$ cat config.mk
export PLATFORM = sky130hd
export DESIGN_NAME = waveform_peak_buckets
export DESIGN_NICKNAME = d
export VERILOG_FILES = /design/src/wpb_pkg.sv /design/src/wpb_divider.sv /design/src/wpb_datapath.sv /design/src/wpb_ctrl.sv /design/src/waveform_peak_buckets.sv
export VERILOG_INCLUDE_DIRS = /design/src /design/src/src
export SDC_FILE = /design/constraint.sdc
export NUM_CORES = 2
export LEC_CHECK = 0
export BUFFER_PORTS_ARGS = -buffer_cell sky130_fd_sc_hd__buf_2
export CORE_UTILIZATION = 65
export DETAILED_ROUTE_END_ITERATION = 10
export PLACE_DENSITY = 0.82
export REMOVE_ABC_BUFFERS = 1
export SLEW_MARGIN = 20
export SYNTH_ARGS = -nofsm -noshare
export SYNTH_HDL_FRONTEND = slang
export SYNTH_SLANG_ARGS = --single-unit
$ cat constraint.sdc
create_clock -name i_clk -period 17.9 [get_ports i_clk]
set_input_delay 2.685 -clock i_clk [delete_from_list [all_inputs] [get_ports i_clk]]
set_output_delay 2.685 -clock i_clk [all_outputs]
set_load 0.1 [all_outputs]
$ cat src/assert_macros.svh
// Assertion macros shared by the peak bucket RTL.
// No dependencies; included by files that carry concurrent checks.
`ifndef ASSERT_MACROS_SVH
`define ASSERT_MACROS_SVH

// antecedent true in a cycle -> consequent true in the same cycle
`define WPB_ASSERT_IMP(lbl, clk, rstn, ante, cons, msg) \
    lbl: assert property (@(posedge clk) disable iff (!rstn) (ante) |-> (cons)) \
        else $error(msg);

// antecedent true in a cycle -> consequent true in the next cycle
`define WPB_ASSERT_NXT(lbl, clk, rstn, ante, cons, msg) \
    lbl: assert property (@(posedge clk) disable iff (!rstn) (ante) |=> (cons)) \
        else $error(msg);

`endif

$ cat src/wpb_pkg.sv
// Package for the waveform peak bucket block: widths, payload structs,
// controller states and the command/status structs. No dependencies.
package wpb_pkg;

    localparam int FRAME_W       = 24;   // total_frames, frame position
    localparam int BUCKET_W      = 13;   // bucket_count, bucket counter
    localparam int INDEX_W       = 12;   // reported bucket index
    localparam int SAMPLE_BITS   = 16;
    localparam int LANE_W        = 3;
    localparam int INPUT_LANES   = 4;
    localparam int MAX_CHANNELS  = 4;
    localparam int LANE_LIMIT    = (MAX_CHANNELS < INPUT_LANES) ? MAX_CHANNELS : INPUT_LANES;
    localparam int MAX_RESULTS   = 64;   // results per frame
    localparam int CNT_W         = $clog2(MAX_RESULTS + 1);
    localparam int BUCKET_LIMIT  = 4096;
    localparam int DIV_W         = BUCKET_W + FRAME_W;  // bucket * frames
    localparam int DIV_CNT_W     = $clog2(DIV_W + 1);
    localparam int CFG_IDX_W     = 2;
    localparam int CFG_DATA_W    = FRAME_W;
    localparam int FULL_SCALE    = 1 << (SAMPLE_BITS - 1);

    typedef enum logic [CFG_IDX_W-1:0] {
        CFG_TOTAL_FRAMES = 2'd0,
        CFG_BUCKET_COUNT = 2'd1,
        CFG_ACTIVE_CH    = 2'd2
    } t_cfg_idx;

    typedef struct packed {
        logic signed [SAMPLE_BITS-1:0] sample_ch0;
        logic signed [SAMPLE_BITS-1:0] sample_ch1;
        logic signed [SAMPLE_BITS-1:0] sample_ch2;
        logic signed [SAMPLE_BITS-1:0] sample_ch3;
    } t_wpb_in;

    typedef struct packed {
        logic [INDEX_W-1:0]     bucket_index;
        logic [SAMPLE_BITS-1:0] peak_level;
        logic                   last_of_run;
        logic                   final_bucket;
    } t_wpb_out;

    typedef enum logic [3:0] {
        S_IDLE,
        S_LOAD,
        S_DIV_T,
        S_WAIT_T,
        S_MUL,
        S_DIV_B,
        S_WAIT_B,
        S_PEAK,
        S_CALC,
        S_TEST
    } t_wpb_state;

    typedef struct packed {
        logic load_cfg;   // latch effective config
        logic div_start;  // launch divider
        logic div_sel;    // 0: frames / buckets, 1: bucket * frames / buckets
        logic take_step;  // keep per-bucket quotient and remainder step
        logic mul;        // register bucket * frames
        logic take_pos;   // keep start quotient and remainder of current bucket
        logic accept;     // input transaction this cycle
        logic peak;       // fold frame into peak
        logic calc;       // compute end of current bucket
        logic advance;    // current bucket closes
        logic push;       // move pending result to output register
        logic push_last;  // pending result is the frame's last one
        logic finish;     // frame bookkeeping, rearm on last frame
    } t_wpb_cmd;

    typedef struct packed {
        logic dirty;      // config written since last setup
        logic div_done;
        logic go;         // current bucket closes within this frame
        logic pend_valid;
        logic out_free;
    } t_wpb_stat;

endpackage

$ cat src/wpb_divider.sv
// Restoring divider, one quotient bit per cycle.
// Depends on wpb_pkg for operand widths.
module wpb_divider
    import wpb_pkg::*;
(
    input  logic                i_clk,
    input  logic                i_rst_n,
    input  logic                i_start,
    input  logic [DIV_W-1:0]    i_dividend,
    input  logic [BUCKET_W-1:0] i_divisor,
    output logic                o_busy,
    output logic [DIV_W-1:0]    o_quotient,
    output logic [BUCKET_W-1:0] o_remainder
);

    logic                 r_busy;
    logic [DIV_CNT_W-1:0] r_cnt;
    logic [DIV_W-1:0]     r_quo;
    logic [BUCKET_W-1:0]  r_rem;
    logic [BUCKET_W-1:0]  r_div;
    logic [BUCKET_W:0]    trial;
    logic                 fits;

    assign trial = {r_rem, r_quo[DIV_W-1]};
    assign fits  = trial >= {1'b0, r_div};

    always_ff @(posedge i_clk) begin
        if (!i_rst_n) begin
            r_busy <= 1'b0;
            r_cnt  <= '0;
        end else if (i_start) begin
            r_busy <= 1'b1;
            r_cnt  <= DIV_CNT_W'(DIV_W);
        end else if (r_busy) begin
            r_cnt <= r_cnt - 1'b1;
            if (r_cnt == DIV_CNT_W'(1)) begin
                r_busy <= 1'b0;
            end
        end
    end

    always_ff @(posedge i_clk) begin
        if (i_start) begin
            r_quo <= i_dividend;
            r_rem <= '0;
            r_div <= i_divisor;
        end else if (r_busy) begin
            r_quo <= {r_quo[DIV_W-2:0], fits};
            // remainder stays below the divisor, so the top bit drops out
            r_rem <= fits ? BUCKET_W'(trial - {1'b0, r_div}) : trial[BUCKET_W-1:0];
        end
    end

    assign o_busy      = r_busy;
    assign o_quotient  = r_quo;
    assign o_remainder = r_rem;

endmodule

$ cat src/wpb_datapath.sv
// Datapath: config registers, peak fold, incremental bucket boundaries,
// pending result and output register. Depends on wpb_pkg, wpb_divider.
`include "assert_macros.svh"

module wpb_datapath
    import wpb_pkg::*;
(
    input  logic                  i_clk,
    input  logic                  i_rst_n,
    input  t_wpb_cmd              i_cmd,
    output t_wpb_stat             o_stat,
    input  t_wpb_in               i_data,
    input  logic                  i_cfg_valid,
    input  logic [CFG_IDX_W-1:0]  i_cfg_index,
    input  logic [CFG_DATA_W-1:0] i_cfg_data,
    input  logic                  i_stall,
    output logic                  o_valid,
    output t_wpb_out              o_data
);

    function automatic logic [SAMPLE_BITS-1:0] lane_mag(input logic [SAMPLE_BITS-1:0] x);
        return x[SAMPLE_BITS-1] ? SAMPLE_BITS'(~x + 1'b1) : x;
    endfunction

    // config as written
    logic [FRAME_W-1:0]  r_cfg_t;
    logic [BUCKET_W-1:0] r_cfg_n;
    logic [LANE_W-1:0]   r_cfg_ach;
    logic                r_dirty;

    // effective config
    logic [FRAME_W-1:0]  r_t;
    logic [BUCKET_W-1:0] r_n;
    logic [LANE_W-1:0]   r_lanes;

    logic [FRAME_W-1:0]  r_qstep;
    logic [BUCKET_W-1:0] r_rstep;
    logic [DIV_W-1:0]    r_prod;

    logic [FRAME_W-1:0]  r_sq;
    logic [BUCKET_W-1:0] r_sr;
    logic [FRAME_W-1:0]  r_eq;
    logic [BUCKET_W-1:0] r_er;
    logic [FRAME_W-1:0]  r_e;

    logic [BUCKET_W-1:0]    r_cur;
    logic [FRAME_W-1:0]     r_pos;
    logic [CNT_W-1:0]       r_cnt;
    logic [SAMPLE_BITS-1:0] r_run_peak;
    logic [SAMPLE_BITS-1:0] r_peak;
    t_wpb_in                r_smp;

    logic                r_pend_valid;
    logic [INDEX_W-1:0]  r_pend_idx;
    logic                r_pend_final;

    logic                r_out_valid;
    t_wpb_out            r_out;

    // effective config terms
    logic [FRAME_W-1:0]  t_eff;
    logic [BUCKET_W-1:0] n_base;
    logic [30:0]         n_cap;
    logic [BUCKET_W-1:0] n_eff;
    logic [LANE_W-1:0]   lanes_eff;

    always_comb begin
        t_eff  = (r_cfg_t == '0) ? FRAME_W'(1) : r_cfg_t;
        n_base = (r_cfg_n == '0) ? BUCKET_W'(1) : r_cfg_n;
        if (n_base > BUCKET_W'(BUCKET_LIMIT)) begin
            n_base = BUCKET_W'(BUCKET_LIMIT);
        end
        n_cap = 31'(t_eff) * 31'(MAX_RESULTS);
        n_eff = (31'(n_base) > n_cap) ? n_cap[BUCKET_W-1:0] : n_base;
        if (r_cfg_ach == '0) begin
            lanes_eff = LANE_W'(1);
        end else if (r_cfg_ach > LANE_W'(LANE_LIMIT)) begin
            lanes_eff = LANE_W'(LANE_LIMIT);
        end else begin
            lanes_eff = r_cfg_ach;
        end
    end

    // divider
    logic                div_busy;
    logic [DIV_W-1:0]    div_quo;
    logic [BUCKET_W-1:0] div_rem;

    wpb_divider u_div (
        .i_clk       (i_clk),
        .i_rst_n     (i_rst_n),
        .i_start     (i_cmd.div_start),
        .i_dividend  (i_cmd.div_sel ? r_prod : DIV_W'(r_t)),
        .i_divisor   (r_n),
        .o_busy      (div_busy),
        .o_quotient  (div_quo),
        .o_remainder (div_rem)
    );

    // peak over active lanes
    logic [SAMPLE_BITS-1:0] mags [INPUT_LANES];
    logic [SAMPLE_BITS-1:0] peak_new;

    assign mags[0] = lane_mag(r_smp.sample_ch0);
    assign mags[1] = lane_mag(r_smp.sample_ch1);
    assign mags[2] = lane_mag(r_smp.sample_ch2);
    assign mags[3] = lane_mag(r_smp.sample_ch3);

    always_comb begin
        peak_new = r_run_peak;
        for (int i = 0; i < INPUT_LANES; i++) begin
            if (LANE_W'(i) < r_lanes && mags[i] > peak_new) begin
                peak_new = mags[i];
            end
        end
        if (peak_new > SAMPLE_BITS'(FULL_SCALE)) begin
            peak_new = SAMPLE_BITS'(FULL_SCALE);
        end
    end

    // end of current bucket from the running quotient and remainder
    logic [BUCKET_W:0]  rsum;
    logic               carry;
    logic [BUCKET_W-1:0] er_new;
    logic [FRAME_W:0]   eq_new;
    logic [FRAME_W:0]   e_new;
    logic [FRAME_W:0]   next_pos;
    logic               go;

    always_comb begin
        rsum   = {1'b0, r_sr} + {1'b0, r_rstep};
        carry  = rsum >= {1'b0, r_n};
        er_new = carry ? BUCKET_W'(rsum - {1'b0, r_n}) : rsum[BUCKET_W-1:0];
        eq_new = {1'b0, r_sq} + {1'b0, r_qstep} + (FRAME_W+1)'(carry);
        // empty bucket: stretch to one frame
        e_new  = (eq_new == {1'b0, r_sq}) ? ({1'b0, r_sq} + 1'b1) : eq_new;
    end

    assign next_pos = {1'b0, r_pos} + 1'b1;
    assign go = (r_cnt < CNT_W'(MAX_RESULTS)) && (r_cur < r_n)
             && ({1'b0, r_e} <= next_pos);

    // config port
    always_ff @(posedge i_clk) begin
        if (!i_rst_n) begin
            r_cfg_t   <= FRAME_W'(1);
            r_cfg_n   <= BUCKET_W'(1);
            r_cfg_ach <= LANE_W'(1);
            r_dirty   <= 1'b1;
        end else begin
            if (i_cfg_valid) begin
                case (i_cfg_index)
                    CFG_TOTAL_FRAMES: r_cfg_t   <= i_cfg_data;
                    CFG_BUCKET_COUNT: r_cfg_n   <= i_cfg_data[BUCKET_W-1:0];
                    CFG_ACTIVE_CH:    r_cfg_ach <= i_cfg_data[LANE_W-1:0];
                    default: ;
                endcase
                r_dirty <= 1'b1;
            end else if (i_cmd.load_cfg) begin
                r_dirty <= 1'b0;
            end
        end
    end

    // setup and boundary payload
    always_ff @(posedge i_clk) begin
        if (i_cmd.load_cfg) begin
            r_t     <= t_eff;
            r_n     <= n_eff;
            r_lanes <= lanes_eff;
        end
        if (i_cmd.take_step) begin
            r_qstep <= div_quo[FRAME_W-1:0];
            r_rstep <= div_rem;
        end
        if (i_cmd.mul) begin
            r_prod <= DIV_W'(r_cur) * DIV_W'(r_t);
        end
        if (i_cmd.calc) begin
            r_eq <= eq_new[FRAME_W-1:0];
            r_er <= er_new;
            r_e  <= e_new[FRAME_W-1:0];
        end
        if (i_cmd.accept) begin
            r_smp <= i_data;
        end
        if (i_cmd.peak) begin
            r_peak <= peak_new;
        end
        if (i_cmd.advance) begin
            r_pend_idx   <= r_cur[INDEX_W-1:0];
            r_pend_final <= ({1'b0, r_cur} + 1'b1) == {1'b0, r_n};
        end
        if (i_cmd.push) begin
            r_out.bucket_index <= r_pend_idx;
            r_out.peak_level   <= r_peak;
            r_out.last_of_run  <= i_cmd.push_last;
            r_out.final_bucket <= r_pend_final;
        end
    end

    // snippet state
    always_ff @(posedge i_clk) begin
        if (!i_rst_n) begin
            r_cur      <= '0;
            r_pos      <= '0;
            r_cnt      <= '0;
            r_run_peak <= '0;
            r_sq       <= '0;
            r_sr       <= '0;
        end else begin
            if (i_cmd.take_pos) begin
                r_sq <= div_quo[FRAME_W-1:0];
                r_sr <= div_rem;
            end
            if (i_cmd.accept) begin
                r_cnt <= '0;
            end
            if (i_cmd.advance) begin
                r_cur <= r_cur + 1'b1;
                r_sq  <= r_eq;
                r_sr  <= r_er;
                r_cnt <= r_cnt + 1'b1;
            end
            if (i_cmd.finish) begin
                if (next_pos >= {1'b0, r_t}) begin
                    // last frame of the snippet: rearm
                    r_run_peak <= '0;
                    r_pos      <= '0;
                    r_cur      <= '0;
                    r_sq       <= '0;
                    r_sr       <= '0;
                end else begin
                    r_run_peak <= (r_cnt != '0) ? '0 : r_peak;
                    r_pos      <= next_pos[FRAME_W-1:0];
                end
            end
        end
    end

    // pending result and output register
    always_ff @(posedge i_clk) begin
        if (!i_rst_n) begin
            r_pend_valid <= 1'b0;
            r_out_valid  <= 1'b0;
        end else begin
            if (i_cmd.advance) begin
                r_pend_valid <= 1'b1;
            end else if (i_cmd.push) begin
                r_pend_valid <= 1'b0;
            end
            if (i_cmd.push) begin
                r_out_valid <= 1'b1;
            end else if (!i_stall) begin
                r_out_valid <= 1'b0;
            end
        end
    end

    assign o_stat.dirty      = r_dirty;
    assign o_stat.div_done   = !div_busy;
    assign o_stat.go         = go;
    assign o_stat.pend_valid = r_pend_valid;
    assign o_stat.out_free   = !r_out_valid || !i_stall;

    assign o_valid = r_out_valid;
    assign o_data  = r_out;

    `WPB_ASSERT_IMP(a_push_free, i_clk, i_rst_n, i_cmd.push, (!r_out_valid || !i_stall), "result overwritten while held")
    `WPB_ASSERT_IMP(a_cnt_cap, i_clk, i_rst_n, 1'b1, (r_cnt <= CNT_W'(MAX_RESULTS)), "too many results for one frame")
    `WPB_ASSERT_IMP(a_adv_range, i_clk, i_rst_n, i_cmd.advance, (r_cur < r_n), "bucket closed past the bucket count")

endmodule

$ cat src/wpb_ctrl.sv
// Controller state machine: setup divisions after config writes, then per
// frame peak, boundary and result sequencing. Depends on wpb_pkg.
module wpb_ctrl
    import wpb_pkg::*;
(
    input  logic      i_clk,
    input  logic      i_rst_n,
    input  logic      i_valid,
    output logic      o_stall,
    input  t_wpb_stat i_stat,
    output t_wpb_cmd  o_cmd
);

    t_wpb_state r_state;
    t_wpb_state n_state;

    always_ff @(posedge i_clk) begin
        if (!i_rst_n) begin
            r_state <= S_IDLE;
        end else begin
            r_state <= n_state;
        end
    end

    always_comb begin
        n_state = r_state;
        case (r_state)
            S_IDLE: begin
                if (i_stat.dirty) begin
                    n_state = S_LOAD;
                end else if (i_valid) begin
                    n_state = S_PEAK;
                end
            end
            S_LOAD:   n_state = S_DIV_T;
            S_DIV_T:  n_state = S_WAIT_T;
            S_WAIT_T: if (i_stat.div_done) n_state = S_MUL;
            S_MUL:    n_state = S_DIV_B;
            S_DIV_B:  n_state = S_WAIT_B;
            S_WAIT_B: if (i_stat.div_done) n_state = S_IDLE;
            S_PEAK:   n_state = S_CALC;
            S_CALC:   n_state = S_TEST;
            S_TEST: begin
                if (!i_stat.pend_valid || i_stat.out_free) begin
                    n_state = i_stat.go ? S_CALC : S_IDLE;
                end
            end
            default:  n_state = S_IDLE;
        endcase
    end

    always_comb begin
        o_cmd   = '0;
        o_stall = 1'b1;
        case (r_state)
            S_IDLE: begin
                o_stall      = i_stat.dirty;
                o_cmd.accept = i_valid && !i_stat.dirty;
            end
            S_LOAD:   o_cmd.load_cfg = 1'b1;
            S_DIV_T:  o_cmd.div_start = 1'b1;
            S_WAIT_T: o_cmd.take_step = i_stat.div_done;
            S_MUL:    o_cmd.mul = 1'b1;
            S_DIV_B: begin
                o_cmd.div_start = 1'b1;
                o_cmd.div_sel   = 1'b1;
            end
            S_WAIT_B: begin
                o_cmd.div_sel  = 1'b1;
                o_cmd.take_pos = i_stat.div_done;
            end
            S_PEAK:   o_cmd.peak = 1'b1;
            S_CALC:   o_cmd.calc = 1'b1;
            S_TEST: begin
                if (!i_stat.pend_valid || i_stat.out_free) begin
                    o_cmd.push = i_stat.pend_valid;
                    if (i_stat.go) begin
                        o_cmd.advance = 1'b1;
                    end else begin
                        o_cmd.push_last = 1'b1;
                        o_cmd.finish    = 1'b1;
                    end
                end
            end
            default: ;
        endcase
    end

endmodule

$ cat src/waveform_peak_buckets.sv
// waveform_peak_buckets: peak decimation of a four-lane Q1.15 frame stream.
// A frame is taken in IDLE, then runs PEAK, CALC, TEST; each further result loops CALC/TEST.
// A frame's first result goes pending in TEST and reaches the output register at the next TEST.
// Any config write triggers setup (two 37-step divisions), with frames stalled.
// Reset: synchronous, active low; config returns to 1/1/1 and the same setup runs.
module waveform_peak_buckets
    import wpb_pkg::*;
(
    input  logic                  i_clk,
    input  logic                  i_rst_n,
    // frame channel
    input  logic                  i_valid,
    output logic                  o_stall,
    input  t_wpb_in               i_data,
    // result channel
    output logic                  o_valid,
    input  logic                  i_stall,
    output t_wpb_out              o_data,
    // config write channel
    input  logic                  i_cfg_valid,
    output logic                  o_cfg_ready,
    input  logic [CFG_IDX_W-1:0]  i_cfg_index,
    input  logic [CFG_DATA_W-1:0] i_cfg_data
);

    // Bucket b ends at floor((b+1)*T/N). Instead of dividing per bucket, setup
    // computes T/N (step) and floor(b*T/N) for the current bucket once; each
    // bucket then adds the step and folds the remainder with one compare.

    t_wpb_cmd  cmd;
    t_wpb_stat stat;

    // config registers always take a transaction; a write restarts setup
    assign o_cfg_ready = 1'b1;

    wpb_ctrl u_ctrl (
        .i_clk   (i_clk),
        .i_rst_n (i_rst_n),
        .i_valid (i_valid),
        .o_stall (o_stall),
        .i_stat  (stat),
        .o_cmd   (cmd)
    );

    // One result is held back as pending so that last_of_run is known when
    // it moves to the output register.
    wpb_datapath u_dp (
        .i_clk       (i_clk),
        .i_rst_n     (i_rst_n),
        .i_cmd       (cmd),
        .o_stat      (stat),
        .i_data      (i_data),
        .i_cfg_valid (i_cfg_valid && o_cfg_ready),
        .i_cfg_index (i_cfg_index),
        .i_cfg_data  (i_cfg_data),
        .i_stall     (i_stall),
        .o_valid     (o_valid),
        .o_data      (o_data)
    );

endmodule

After elaboration in Yosys (flattened, before gate mapping)
Index checks and enable logic that the tools add are counted.

word-level totals
  bits in registers = 512
  bits in latches = 0
  bits in writable memories = 0
  memory bits (read-only) = 0
  input port bits = 95
  output and inout port bits = 33
  word-level logic and storage cells = 197
  memories = 0

cells by class
  $add $sub $neg = 15
  multipliers = 1
  div/mod/pow operators = 0
  $lt $le $gt $ge = 18
  equal/unequal tests = 19
  shift-type cells = 0
  multiplexer cells = 65
  bitwise gates (word level) = 5
  reduce and logical (&&, ||, !) cells = 33

operators with widths
  operator               number
  $mux 24                7
  $mux 16                10
  $mux 13                12
  $mux 37                3
  $add 16x1->16 const B  4
  $gt 16x16->1           4
  $not 16->16            4
  $pmux 4 s10            1
  $mul 13x24->37         1
  $mux 4                 8
  $gt 13x30->1           1
  $ge 14x13->1           2
  $sub 13x13->13         2
  $add 24x1->25 const B  1
  $add 24x24->25         1
  $add 25x1->25          1
  $eq 25x24->1           1
  $ge 25x24->1           1
  $le 24x25->1           1
  $add 24x1->24 const B  1
  $logic_not 24->1       1
  $mux 1                 18
  $eq 4x3->1 const B     4
  $gt 16x16->1 const B   1
  other kinds (38)       66

Depth between registers and ports, before layout
  depth in word-level cells = 16
  mapped depth = 48
  depth with buffers taken out = 42

Cells and area by module
A second synthesis with hierarchy kept.

second synthesis, totals
  cell total of the unflattened synthesis = 3867
  area total of the unflattened synthesis = 38324.3 µm²

modules (own cells, without submodules)
  module                 times used  cells an instance  area each (µm²)  seq. area each (µm²)
  wpb_datapath           1           3530               34396.7          11751.3
  wpb_divider            1           274                3497.1           1901.8
  wpb_ctrl               1           61                 419.2            80.1
  waveform_peak_buckets  1           2                  11.3             0.0

Worst setup path before layout
No wires, ideal clock.

  kind = reg2reg
  start = register u_dp.r_smp[55] (netlist name)
  end = register u_dp.r_peak[0] (data pin)
  arrival = 10.178 ns
  required time = 17.634 ns
  path slack = 7.457 ns
  stages on the path, launching flop included = 39
  buffers on the path = 7
  clock period less this slack = 10.443 ns
  path through = edfxtp_1 > or4_1 > or4_1 > o31ai_1 > xnor2_1 > ha_1 > and3_1 > nand4_1 > a21o_1 > a31oi_1 > clkbuf_1 > clkbuf_1 > a21oi_1 > ha_1 > and4_1 > nand2_1 > a211o_1 > a211o_1 > [3 not listed] > mux2i_1 > inv_1 > ha_1 > nand4_1 > or4_1 > nand4_1 > clkbuf_1 > clkbuf_1 > nor2_1 > a21o_1 > ha_1 > a21o_1 > a221o_1 > a221o_1 > o21ai_1 > mux2i_1 > clkbuf_1 > nor2_1

between the ends
  longest elaborated chain between the ends = 16

RTL lines
  what                    RTL line             source
  from (decl)             wpb_datapath.sv:51   t_wpb_in r_smp;
  from (signal assigned)  wpb_datapath.sv:185  r_smp <= i_data;
  $not 16->16             wpb_datapath.sv:22   return x[SAMPLE_BITS-1] ? SAMPLE_BITS'(~x + 1'b1) : x;
  $add 16x1->16           wpb_datapath.sv:22
  $mux 16 *               wpb_datapath.sv:22
  $gt 16x16->1            wpb_datapath.sv:112  if (LANE_W'(i) < r_lanes && mags[i] > peak_new) begin
  $logic_and 1x1->1       wpb_datapath.sv:112
  $mux 16 *               wpb_datapath.sv:112
  $gt 16x16->1            wpb_datapath.sv:112
  $logic_and 1x1->1       wpb_datapath.sv:112
  $mux 16 *               wpb_datapath.sv:112
  $gt 16x16->1            wpb_datapath.sv:112
  $logic_and 1x1->1       wpb_datapath.sv:112
  $mux 16 *               wpb_datapath.sv:112
  $gt 16x16->1            wpb_datapath.sv:112
  $logic_and 1x1->1       wpb_datapath.sv:112
  $mux 16 *               wpb_datapath.sv:112
  $gt 16x16->1            wpb_datapath.sv:116  if (peak_new > SAMPLE_BITS'(FULL_SCALE)) begin
  to (signal assigned)    wpb_datapath.sv:188  r_peak <= peak_new;
  to (decl)               wpb_datapath.sv:50   logic [SAMPLE_BITS-1:0] r_peak;

Every way passes the cells marked *; elsewhere a longest branch is shown, timed or not.
A chain may end at the register's enable or synchronous reset.

Worst setup path in the final report
  start = register u_dp.r_smp[55] (netlist name)
  end = register u_dp.r_peak[4] (data pin)

The elaborated chain is that of the path after synthesis.

==> metrics.cfg <==
[synthesis]
postSynth.asyncResetShare_pct=0
syn_area_mm2=0.03803
synth-seq-cells=512
synthDistinctLibCells=83
synth.avg_cell_area_um2=9.803
ys_seq_area_share_pct=36.11
synth_edf_count=348
ys.flop_type=edfxtp_1
synth_warnings=0
synthCells=3880

[timing]
fin_crit_ns=11.13
worst_pin_slew_ns=1.149
fmax_mhz=89.88
fin_setup_tns_ns=0
setup_slack_ns=6.774
hold_violations=0
slew-limit-headroom_pct=23.13
fin_worst_hold_slack_ns=0.4170
setup_violations=0
fin_crit_sh_pct=62.15
slew_violations=0
skew_ns=0.01813
rsz0062_at_grt=no

[global_routing]
gr-total-overflow=0
grt_max_degree=85
busiest_layer=met2
antenna_found_initial=1
use_met3_pct=4.417
grt.total_usage_pct=32.46
grt_pass1_wl_mm=151.8
met1_usage_pct=43.37
grt_pass1_vias=28310
use_met2_pct=53.44

[cts]
root_buffer=clkbuf_16
cts.sinks=512
cts_tree=built
hold_buffers=0
numCtsBuffers=55
ctsHtreeMaxLevel=2
cts_setup_buffers=0
clkTransAtPathRegs_ns=0.06
cts_resized=0
cts.path.max_buffers=3
worst_skew_pair.late_latency_ns=0.63

[cells_and_area]
final_core_util_pct=71.23
final_common_cell=nand2_1
drive_above_1_share_pct=8.626
diodes=0
syn2layout_area_growth_pct=8.260
nNetsFinal=4536
filler_cell_count=4165
layout_common_cells=nand2_1, inv_1, edfxtp_1

[die]
core_mm2=0.05781
die_area_mm2=0.05948
pin_count=128
dieHeight_um=243.9
die_w_um=243.9
start_util_pct=65.80
fp-row-count=88

[place]
gp_routability_congestion=1.014
dp_slack_ns=6.572
port_buffers=126
dp_hpwl_mm=71.90

[hold_path]
min_path_type=reg -> reg

[run]
drv_cap=0

[critical_path]
cp-end-kind=register
worstPathRequired_ns=18.24
start_kind=register
crit_type=reg -> reg
critPathMaxStageDelay_ns=0.74
cp_max_fo=28
r2r_slack_ns=6.77
crit_slowest_cell=mux2i_1
cp.arrival_ns=11.46

[pwr]
ir_drop_v=0.00008301
p_total_mw=3.198
total_leakage_power_nw=17.78
power_density_mw_per_mm2=77.66

[drt]
avgRoutedWirePerCell_um=20.28
vias=28610
ant_nets=0
drt-pass1-iter-count=6
routed_via_density=6.063
drc_errors=0
drtIter0Drc=2434
wirelength_mm=95.69

[outcome]
status=complete, no violations

## synth_stat cells (all sizes together), types with 9 or more instances
| cell type | count | share of area [%] |
|---|---|---|
| nand2 | 476 | 4.7 |
| inv | 400 | 3.9 |
| edfxtp | 348 | 27 |
| ha | 288 | 9.5 |
| fa | 247 | 13 |
| nor2 | 228 | 2.3 |
| o21ai | 180 | 2.4 |
| clkbuf | 177 | 1.7 |
| a21oi | 176 | 2.3 |
| dfxtp | 164 | 8.6 |
| xnor2 | 153 | 3.5 |
| and2 | 99 | 1.6 |
| mux2i | 88 | 2.3 |
| nand3 | 83 | 1.1 |
| a21o | 81 | 1.6 |
| xor2 | 71 | 1.6 |
| a211oi | 63 | 1.3 |
| nor3 | 46 | 0.66 |
| nand4 | 43 | 0.71 |
| mux2 | 41 | 1.4 |
| and3 | 37 | 0.61 |
| o21a | 37 | 0.73 |
| nor2b | 35 | 0.58 |
| a21boi | 26 | 0.51 |
| nand2b | 26 | 0.43 |
| o211ai | 24 | 0.47 |
| nor4 | 22 | 0.38 |
| nand3b | 21 | 0.41 |
| buf | 20 | 0.26 |
| o31ai | 19 | 0.38 |
| or3 | 17 | 0.28 |
| or4 | 15 | 0.30 |
| o21bai | 14 | 0.31 |
| a31oi | 11 | 0.18 |
| o41ai | 11 | 0.32 |
| a311oi | 9 | 0.22 |
## cell families (layout without fill, tap and decap cells)
| group | Yosys count | in the layout | share of synthesized area [%] |
|---|---|---|---|
| other | 1 | 1 | 0.009860 |
| AND/OR/NAND/NOR | 1174 | 1174 | 14.57 |
| multiplexers | 129 | 129 | 3.688 |
| flip-flops | 512 | 512 | 36.11 |
| XOR/XNOR | 224 | 224 | 5.178 |
| adder cells (fa/ha/maj) | 535 | 535 | 22.48 |
| buffers and inverters | 599 | 672 | 5.977 |
| AO/OA/AOI/OAI | 706 | 706 | 12.00 |
## cell type report
class	instances	area [um2]	area share, %
repair buffers	166	953.4	2.315
multi-input cells	2769	22150	53.78
flip-flops and latches	512	13730	33.35
inverters	402	1509	3.665
clock inverters	38	397.9	0.9663
well taps	765	957.2	2.325
clock buffers	66	1479	3.592
## registers in the layout (all words and copies together), names as in the netlist, 16 cells and up
name,flops
u_dp.r_eq,24
u_dp.r_peak,16
u_dp.r_e,24
u_dp.r_prod,37
u_dp.u_div.o_quotient,37
u_dp.o_data,30
u_dp.r_qstep,24
u_dp.r_sq,24
u_dp.r_run_peak,16
u_dp.r_smp,64
u_dp.r_pos,24
u_dp.r_cfg_t,24
u_dp.r_t,24
## worst paths after layout
check / from / depth (start not counted) / endpoint
max: u_dp.r_smp[55] / 34 / u_dp.r_peak[4]
min: u_dp.r_pend_final / 0 / u_dp.o_data[0]
max reg2reg: u_dp.r_smp[55] / 34 / u_dp.r_peak[4]
min reg2reg: u_dp.r_pend_final / 0 / u_dp.o_data[0]
## where the power goes
group / internal, mW / switching, mW / total [mW]
combinational: 0.218 / 0.321 / 0.539
sequential: 1.37 / 0.0974 / 1.47
clock: 0.693 / 0.500 / 1.19
## worst max-delay path: cells and delay by family, from the launching register on
kind            cells  cell delay [ns]
xor+xnor            1             0.15
compound gates     10             2.81
buf+inv             4             0.94
flops               1             0.43
simple gates       12             3.81
fa+ha+maj           4             1.22
mux                 3             1.45
## routing by layer
metal | up-vias | wire [um]
met5 | - | 0
met4 | 0 | 3795
met3 | 223 | 6845
met2 | 1127 | 45120
met1 | 13900 | 39930
li1 | 13360 | -
## stage by stage
step                      cell area, um2  std cells
final                              41180       4718
after global routing               41180       4718
after CTS                          41170       4718
after detailed placement           39290       4614
after global placement             39260       4613
after floorplan                    37270       3683
Power figures use the tool's default switching activity.
